--- config.mk ---
export PLATFORM = sky130hd
export DESIGN_NAME = base64_stream_decoder_top
export DESIGN_NICKNAME = d
export VERILOG_FILES = /design/src/hw/rtl/b64d_pkg.sv /design/src/hw/rtl/base64_stream_decoder_top.sv
export SDC_FILE = /design/constraint.sdc
export NUM_CORES = 1
export LEC_CHECK = 0
export ABC_AREA = 1
export BUFFER_PORTS_ARGS = -buffer_cell sky130_fd_sc_hd__buf_2
export CORE_ASPECT_RATIO = 0.8
export CORE_MARGIN = 2
export CORE_UTILIZATION = 60
export CTS_BUF_LIST = sky130_fd_sc_hd__clkbuf_2
export CTS_CLUSTER_SIZE = 16
export DETAILED_ROUTE_END_ITERATION = 10
export PLACE_DENSITY = 0.82
export SETUP_SLACK_MARGIN = 0.3
export SYNTH_ARGS = -nofsm -noshare
export SYNTH_HDL_FRONTEND = slang
export SYNTH_SLANG_ARGS = --single-unit
--- constraint.sdc ---
create_clock -name clock -period 4.4 [get_ports clock]
set_input_delay 0.66 -clock clock [delete_from_list [all_inputs] [get_ports clock]]
set_output_delay 0.66 -clock clock [all_outputs]
set_load 0.03 [all_outputs]
--- src/hw/rtl/b64d_pkg.sv ---
// shared types, constants and the character classifier of the base64 stream decoder
`default_nettype none

package b64d_pkg;

   // largest byte count a string may decode to
   localparam logic [15:0] MAX_OUTPUT_BYTES = 16'hFFFF;

   localparam int unsigned CSR_INDEX_WIDTH = 1;
   localparam int unsigned CSR_DATA_WIDTH  = 16;

   localparam logic [CSR_INDEX_WIDTH-1:0] CSR_OUT_CAPACITY = 1'b0;
   localparam logic [CSR_INDEX_WIDTH-1:0] CSR_COUNT_ONLY   = 1'b1;

   localparam logic [15:0] OUT_CAPACITY_RESET = 16'hFFFF;

   localparam logic [1:0] PAD_NONE = 2'd0;
   localparam logic [1:0] PAD_ONE  = 2'd1;
   localparam logic [1:0] PAD_DONE = 2'd2;

   typedef enum logic [2:0] {
      CHR_DATA,
      CHR_SPACE,
      CHR_PAD,
      CHR_BAD,
      CHR_END
   } chr_kind_type;

   typedef struct packed {
      chr_kind_type kind;
      logic [5:0]   sextet;
   } chr_class_type;

   function automatic chr_class_type classify(input logic [7:0] c);
      chr_class_type r;
      r.kind   = CHR_BAD;
      r.sextet = 6'd0;
      if (c >= 8'h41 && c <= 8'h5A) begin
         r.kind   = CHR_DATA;
         r.sextet = 6'(c - 8'h41);
      end else if (c >= 8'h61 && c <= 8'h7A) begin
         r.kind   = CHR_DATA;
         r.sextet = 6'(c - 8'h61 + 8'd26);
      end else if (c >= 8'h30 && c <= 8'h39) begin
         r.kind   = CHR_DATA;
         r.sextet = 6'(c - 8'h30 + 8'd52);
      end else if (c == 8'h2B) begin
         r.kind   = CHR_DATA;
         r.sextet = 6'd62;
      end else if (c == 8'h2F) begin
         r.kind   = CHR_DATA;
         r.sextet = 6'd63;
      end else if (c == 8'h00) begin
         r.kind = CHR_END;
      end else if (c == 8'h20 || (c >= 8'h09 && c <= 8'h0D)) begin
         r.kind = CHR_SPACE;
      end else if (c == 8'h3D) begin
         r.kind = CHR_PAD;
      end
      return r;
   endfunction

endpackage

`default_nettype wire

--- src/hw/rtl/base64_stream_decoder_top.sv ---
// Decodes a base64 character stream into bytes, one character per cycle, with
// a status word at the end of each string. Every accepted character is classified and
// folded into the group state in the cycle it is taken; a data word or a final status
// word, if the character causes one, sits in the output register the next cycle. The
// block takes one character per cycle, set by the single output register: req_ready is
// low only while that register holds a word that rsp_ready has not yet taken.
// Configuration writes take effect from the next character.
`default_nettype none

module base64_stream_decoder_top
   import b64d_pkg::*;
(
   input  wire logic                       clock,
   input  wire logic                       reset,

   input  wire logic                       req_valid,
   output      logic                       req_ready,
   input  wire logic [7:0]                 req_char_code,

   output      logic                       rsp_valid,
   input  wire logic                       rsp_ready,
   output      logic [7:0]                 rsp_data_byte,
   output      logic                       rsp_is_final,
   output      logic                       rsp_status_ok,
   output      logic [15:0]                rsp_byte_count,

   input  wire logic                       csr_we,
   input  wire logic [CSR_INDEX_WIDTH-1:0] csr_index,
   input  wire logic [CSR_DATA_WIDTH-1:0]  csr_wdata
);

   logic [15:0] out_capacity_ff;
   logic        count_only_ff;

   logic [1:0]  quarter_ff, quarter_in;
   logic [1:0]  pad_ff, pad_in;
   logic [7:0]  residual_ff, residual_in;
   logic [15:0] count_ff, count_in;
   logic        discard_ff, discard_in;

   logic        rsp_valid_ff, rsp_valid_in;
   logic [7:0]  rsp_byte_ff, rsp_byte_in;
   logic        rsp_final_ff, rsp_final_in;
   logic        rsp_ok_ff, rsp_ok_in;
   logic [15:0] rsp_count_ff, rsp_count_in;

   logic          accept;
   logic          emit;
   chr_class_type cls;
   logic [16:0]   need;
   logic          cap_fail;

   assign req_ready = !rsp_valid_ff || rsp_ready;
   assign accept    = req_valid && req_ready;
   assign cls       = classify(req_char_code);

   // decode mode checks count, or count plus one before a byte slot that starts mid-group
   assign need = {1'b0, count_ff} +
                 17'((quarter_ff == 2'd1 || quarter_ff == 2'd2) ? 1 : 0);

   always_comb begin
      if (count_only_ff) begin
         cap_fail = (quarter_ff != 2'd0) && (count_ff >= MAX_OUTPUT_BYTES);
      end else begin
         cap_fail = (need >= {1'b0, out_capacity_ff}) ||
                    (need >= {1'b0, MAX_OUTPUT_BYTES});
      end
   end

   always_comb begin
      logic do_final;
      logic final_ok;
      logic set_disc;
      logic do_clear;
      logic do_byte;
      logic [7:0] byte_val;

      do_final = 1'b0;
      final_ok = 1'b0;
      set_disc = 1'b0;
      do_clear = 1'b0;
      do_byte  = 1'b0;
      byte_val = 8'd0;

      quarter_in  = quarter_ff;
      pad_in      = pad_ff;
      residual_in = residual_ff;
      count_in    = count_ff;
      discard_in  = discard_ff;

      if (accept) begin
         priority if (discard_ff) begin
            do_clear = (cls.kind == CHR_END);
         end else if (cls.kind == CHR_SPACE) begin
            do_clear = 1'b0;
         end else if (pad_ff == PAD_ONE) begin
            if (cls.kind == CHR_PAD) begin
               pad_in = PAD_DONE;
            end else begin
               do_final = 1'b1;
               set_disc = (cls.kind != CHR_END);
            end
         end else if (pad_ff != PAD_NONE) begin
            do_final = 1'b1;
            if (cls.kind != CHR_END) begin
               set_disc = 1'b1;
            end else begin
               // leftover bits after padding must be zero when really decoding
               final_ok = count_only_ff || (residual_ff == 8'd0);
            end
         end else if (cls.kind == CHR_END) begin
            do_final = 1'b1;
            final_ok = (quarter_ff == 2'd0);
         end else if (cls.kind == CHR_BAD) begin
            do_final = 1'b1;
            set_disc = 1'b1;
         end else if (cls.kind == CHR_PAD) begin
            priority if (quarter_ff == 2'd2) begin
               pad_in = PAD_ONE;
            end else if (quarter_ff == 2'd3) begin
               pad_in = PAD_DONE;
            end else begin
               do_final = 1'b1;
               set_disc = 1'b1;
            end
         end else if (cap_fail) begin
            do_final = 1'b1;
            set_disc = 1'b1;
         end else begin
            unique case (quarter_ff)
               2'd0: begin
                  residual_in = {cls.sextet, 2'b00};
                  quarter_in  = 2'd1;
               end
               2'd1: begin
                  do_byte     = 1'b1;
                  byte_val    = residual_ff | {6'd0, cls.sextet[5:4]};
                  residual_in = {cls.sextet[3:0], 4'd0};
                  quarter_in  = 2'd2;
               end
               2'd2: begin
                  do_byte     = 1'b1;
                  byte_val    = residual_ff | {4'd0, cls.sextet[5:2]};
                  residual_in = {cls.sextet[1:0], 6'd0};
                  quarter_in  = 2'd3;
               end
               default: begin
                  do_byte     = 1'b1;
                  byte_val    = residual_ff | {2'd0, cls.sextet};
                  residual_in = 8'd0;
                  quarter_in  = 2'd0;
               end
            endcase
         end
      end

      if (do_byte) begin
         count_in = count_ff + 16'd1;
      end

      if (do_final || do_clear) begin
         quarter_in  = 2'd0;
         pad_in      = PAD_NONE;
         residual_in = 8'd0;
         count_in    = 16'd0;
         discard_in  = set_disc;
      end

      emit         = do_final || do_byte;
      rsp_byte_in  = byte_val;
      rsp_final_in = do_final;
      rsp_ok_in    = do_final && final_ok;
      rsp_count_in = do_final ? count_ff : count_in;
      rsp_valid_in = emit || (rsp_valid_ff && !rsp_ready);
   end

   always_ff @(posedge clock) begin
      if (reset) begin
         out_capacity_ff <= OUT_CAPACITY_RESET;
         count_only_ff   <= 1'b0;
      end else if (csr_we) begin
         unique case (csr_index)
            CSR_OUT_CAPACITY: out_capacity_ff <= csr_wdata;
            CSR_COUNT_ONLY:   count_only_ff   <= csr_wdata[0];
            default:          count_only_ff   <= count_only_ff;
         endcase
      end
   end

   always_ff @(posedge clock) begin
      if (reset) begin
         quarter_ff   <= 2'd0;
         pad_ff       <= PAD_NONE;
         residual_ff  <= 8'd0;
         count_ff     <= 16'd0;
         discard_ff   <= 1'b0;
         rsp_valid_ff <= 1'b0;
      end else begin
         quarter_ff   <= quarter_in;
         pad_ff       <= pad_in;
         residual_ff  <= residual_in;
         count_ff     <= count_in;
         discard_ff   <= discard_in;
         rsp_valid_ff <= rsp_valid_in;
      end
   end

   // result word register
   always_ff @(posedge clock) begin
      if (emit) begin
         rsp_byte_ff  <= rsp_byte_in;
         rsp_final_ff <= rsp_final_in;
         rsp_ok_ff    <= rsp_ok_in;
         rsp_count_ff <= rsp_count_in;
      end
   end

   assign rsp_valid      = rsp_valid_ff;
   assign rsp_data_byte  = rsp_byte_ff;
   assign rsp_is_final   = rsp_final_ff;
   assign rsp_status_ok  = rsp_ok_ff;
   assign rsp_byte_count = rsp_count_ff;

   // discarding only follows a cleared string
   a_discard_clean : assert property (@(posedge clock) disable iff (reset)
      discard_ff |-> (quarter_ff == 2'd0 && pad_ff == PAD_NONE && count_ff == 16'd0))
      else $error("discard state with live group state");

   // one pad is only legal after the second character of a group
   a_pad_one_phase : assert property (@(posedge clock) disable iff (reset)
      (pad_ff == PAD_ONE) |-> (quarter_ff == 2'd2))
      else $error("pending second pad outside group position 2");

   a_pad_done_phase : assert property (@(posedge clock) disable iff (reset)
      (pad_ff == PAD_DONE) |-> (quarter_ff == 2'd2 || quarter_ff == 2'd3))
      else $error("padding done in wrong group position");

   // a data word always counts itself
   a_data_counted : assert property (@(posedge clock) disable iff (reset)
      (rsp_valid_ff && !rsp_final_ff) |-> (rsp_count_ff != 16'd0 && !rsp_ok_ff))
      else $error("data word with zero count or status set");

   // a word held back by the sink is not overwritten
   a_no_overwrite : assert property (@(posedge clock) disable iff (reset)
      (rsp_valid_ff && !rsp_ready) |-> !accept)
      else $error("word accepted while result register is stalled");

endmodule

`default_nettype wire

==> flow_summary.yaml <==
run_status:
  outcome: "finished clean"
logic_synthesis:
  synth_top_flop_cell: "dfxtp_1"
  synthMuxAreaShare_pct: 0
  synth_top_family_by_area: "simple AND/OR/NAND/NOR gates"
  yosys.area_share.simple_pct: 35.0
  syn-num-nets: 797
  ys_seq_area_share_pct: 33.6
  avgSynthCellArea_um2: 6.81
  synthCells: 734
  ys_ff_latch: 71
  syn_area_um2: 5000
  async_flop_share_pct: 0
  synthDistinctLibCells: 41
  synthAdderAreaFrac_pct: 8.26
  synth_compound_area_share_pct: 11.1
  synth_edf_count: 26
  yosys_warnings: 0
  synth_xor_xnor_area_share_pct: 1.23
global_routing:
  met1_usage_pct: 43.2
  antenna_found_initial: 0
  met2_usage_pct: 39.9
  top_usage_layer: "met1"
  grt_usage_pct: 28.0
  grt_pass1_wl_mm: 20.4
  overflow: 0
  grt_max_degree: 32
  grt_use_met3_pct: 5.55
  grt_pass1_vias: 4313
sta:
  worstMarginPinSlew_ps: 980
  relSlewSlack_pct: 33.9
  skew_ps: 29.0
  finalSetupViolCount: 0
  fin_crit_sh_pct: 86.0
  final.setup.tns_ps: 0
  fin_ws_ps: 614
  finalMaxSlewViolations: 0
  hold_violations: 0
  rsz0062_at_grt: "no"
  max_freq_mhz: 264
  period_needed_ps: 3790
route:
  drc_errors: 0
  wl_per_cell_um: 13.3
  wirelength_mm: 12.0
  via_per_inst: 5.38
  first_pass_iters: 7
  drtIter0Drc: 389
  ant_nets: 0
  via_count: 4856
clock_network:
  ctsRootBufferMaster: "clkbuf_2"
  h-tree-depth: 3
  cts_buffers: 9
  cts_tree: "built"
  clk_path_buf_depth: 2
  clkSinkCount: 71
  ctsHoldBuffers: 0
  clock_latency_ps: 530
  cts.reportedPaths.clkPinSlew_ps: 220
critical_path:
  path_max_fanout: 31
  worstSetupPathType: "flip-flop to flip-flop"
  cp-end-kind: "flip-flop"
  r2r-end: "rsp_byte_count[0]"
  critPathTopFamily: "simple AND/OR/NAND/NOR gates"
  crit_top_cell: "nand2_1"
  cp.required_ps: 4720
  cp-start-kind: "flip-flop"
  r2r_setup_slack_ps: 610
  slowest_stage: "dfxtp_2"
  path_buf_inv: 2
  cpPeakStageDelay_ps: 400
  worstRegToRegCells: 26
  reg2reg_from: "quarter_ff[1]"
  cp.arrival_ps: 4100
placement:
  io_buffers: 57
  dp_cells: 884
  hpwl_mm: 9.06
  pre_cts_ws_ps: 390
  gp_congestion: 0.938
worst_hold_path:
  hold_path_class: "input port to flip-flop"
  hold_end: "out_capacity_ff[11]"
  hold_path_depth: 3
  hold_start: "csr_wdata[11]"
die:
  fp.dieW_um: 106
  dieArea_um2: 9090
  coreArea_um2: 8020
  chipHeight_um: 85.7
  fp-row-count: 29
  io_pins: 58
  initial_core_util_pct: 62.4
layout:
  stdcell_count: 902
  insertedDiodeCount: 0
  final_core_util_pct: 68.8
  nets: 852
  area_growth_syn_to_layout_pct: 10.4
  drive_above_1_share_pct: 15.0
power_and_ir_drop:
  vdd_ir_drop_max_mv: 0.145
  intPower_w: 0.000948
  power.switching_w: 0.000484
  p_seq_share_pct: 51.2
  clockPowerShare_pct: 27.7
  p_comb_share_pct: 21.2
  power_per_cell_area_nw_per_um2: 259
  switching_share_pct: 33.8
  p_leak_nw: 2.64
run:
  max-cap-violations: 0
==> layout make-up <==
cell class | instances | area (µm²)
flip-flops and latches | 71 | 1680
fillers | 687 | 2500
well taps | 108 | 135
clock buffers | 10 | 50.0
repair buffers | 63 | 355
clock inverters | 6 | 67.6
inverters | 115 | 434
multi-input cells | 529 | 2790
==> synthesized netlist by cell type, types with 8 or more instances <==
cell,instances,share of area [%]
nor3_1,13,1.3
edfxtp_1,26,16
nor2_1,81,6.1
ha_1,33,8.3
dfxtp_1,45,18
nand2_1,198,15
nand4_1,20,2.5
nand3_1,50,5.0
inv_1,105,7.9
a21oi_1,27,2.7
nand2_2,11,1.4
o21ai_0,18,1.8
o211ai_1,18,2.7
o21ai_1,20,2.0
buf_2,8,0.80
==> logic make-up (layout without fill, tap and decap cells) <==
kind of cell / Yosys count / count (layout)
AND/OR/NAND/NOR: 394 / 394
buffers and inverters: 134 / 194
AO/OA/AOI/OAI: 95 / 95
flip-flops: 71 / 71
adder cells (fa/ha/maj): 33 / 33
XOR/XNOR: 7 / 7
==> cells in the final DEF, fill, tap and decap left out, types with 26 or more instances in the layout <==
master    synthesis  layout
nand2_1         198     198
inv_1           105     104
nor2_1           81      80
buf_2             8      57
nand3_1          50      49
dfxtp_1          45      43
ha_1             33      32
a21oi_1          27      27
edfxtp_1         26      26
==> power by group through the flow <==
stage	clock [W]	sequential [W]	combinational, W
2_1_floorplan	0	0.000785	0.000169
3_3_place_gp	0	0.000746	0.000286
3_5_place_dp	0	0.000747	0.000291
4_1_cts	0.000411	0.000733	0.000292
5_1_grt	0.000430	0.000736	0.000334
6_report	0.000396	0.000732	0.000303
==> what timing repair did <==
item / 4_1_cts / 5_1_grt
gates resized for setup: 0 / 13
endpoints found under the setup margin: 0 / 70
buffers inserted: 0 / 2
==> flip-flops by register name (all words and copies together) (netlist names) <==
register,flops
count_ff,16
out_capacity_ff,16
rsp_byte_count,16
rsp_data_byte,8
residual_ff,6
pad_ff,2
quarter_ff,2
count_only_ff,1
discard_ff,1
rsp_is_final,1
rsp_status_ok,1
rsp_valid,1
==> worst register-to-register path, stage by stage (launching register included) <==
cell	delay, ps
dfxtp_2	400
inv_1	60
ha_1	310
ha_2	210
ha_1	210
nand3_2	130
nor2_2	170
xor2_1	280
ha_1	310
nand2_1	70
a21oi_1	60
nor2_1	80
nand3_1	80
nand2_1	60
nand2_1	40
nand2_1	60
nand2_1	50
nand2_1	60
nand3_1	90
nand2_2	110
nand2_2	90
nor2_4	110
buf_12	180
nand2_1	60
nand2_1	70
nand3b_1	150
nand2_1	90
==> metal layers <==
metal	up-vias	routed length [µm]
met4	0	154
met2	223	4780
met3	13	1150
met1	2122	5880
li1	2498	-
met5	-	0
==> stage by stage <==
stage	instance area, µm²	hold slack [ps]	power [W]
after global routing	5520	294	0.00150
after CTS	5460	277	0.00144
after floorplan	5000	455	0.000955
after detailed placement	5340	495	0.00104
after global placement	5340	473	0.00103
final	5520	321	0.00143
==> worst max path at each step <==
stage,from,endpoint,slack (ps),cells after the start
floorplan,quarter_ff[0],rsp_byte_count[0],530,27
global placement,quarter_ff[0],rsp_byte_count[7],540,28
detailed placement,quarter_ff[0],rsp_byte_count[7],390,28
CTS,quarter_ff[0],rsp_byte_count[1],330,28
global route,quarter_ff[1],rsp_byte_count[11],300,27
finish,quarter_ff[1],rsp_byte_count[0],610,26
Power figures use the tool's default switching activity.
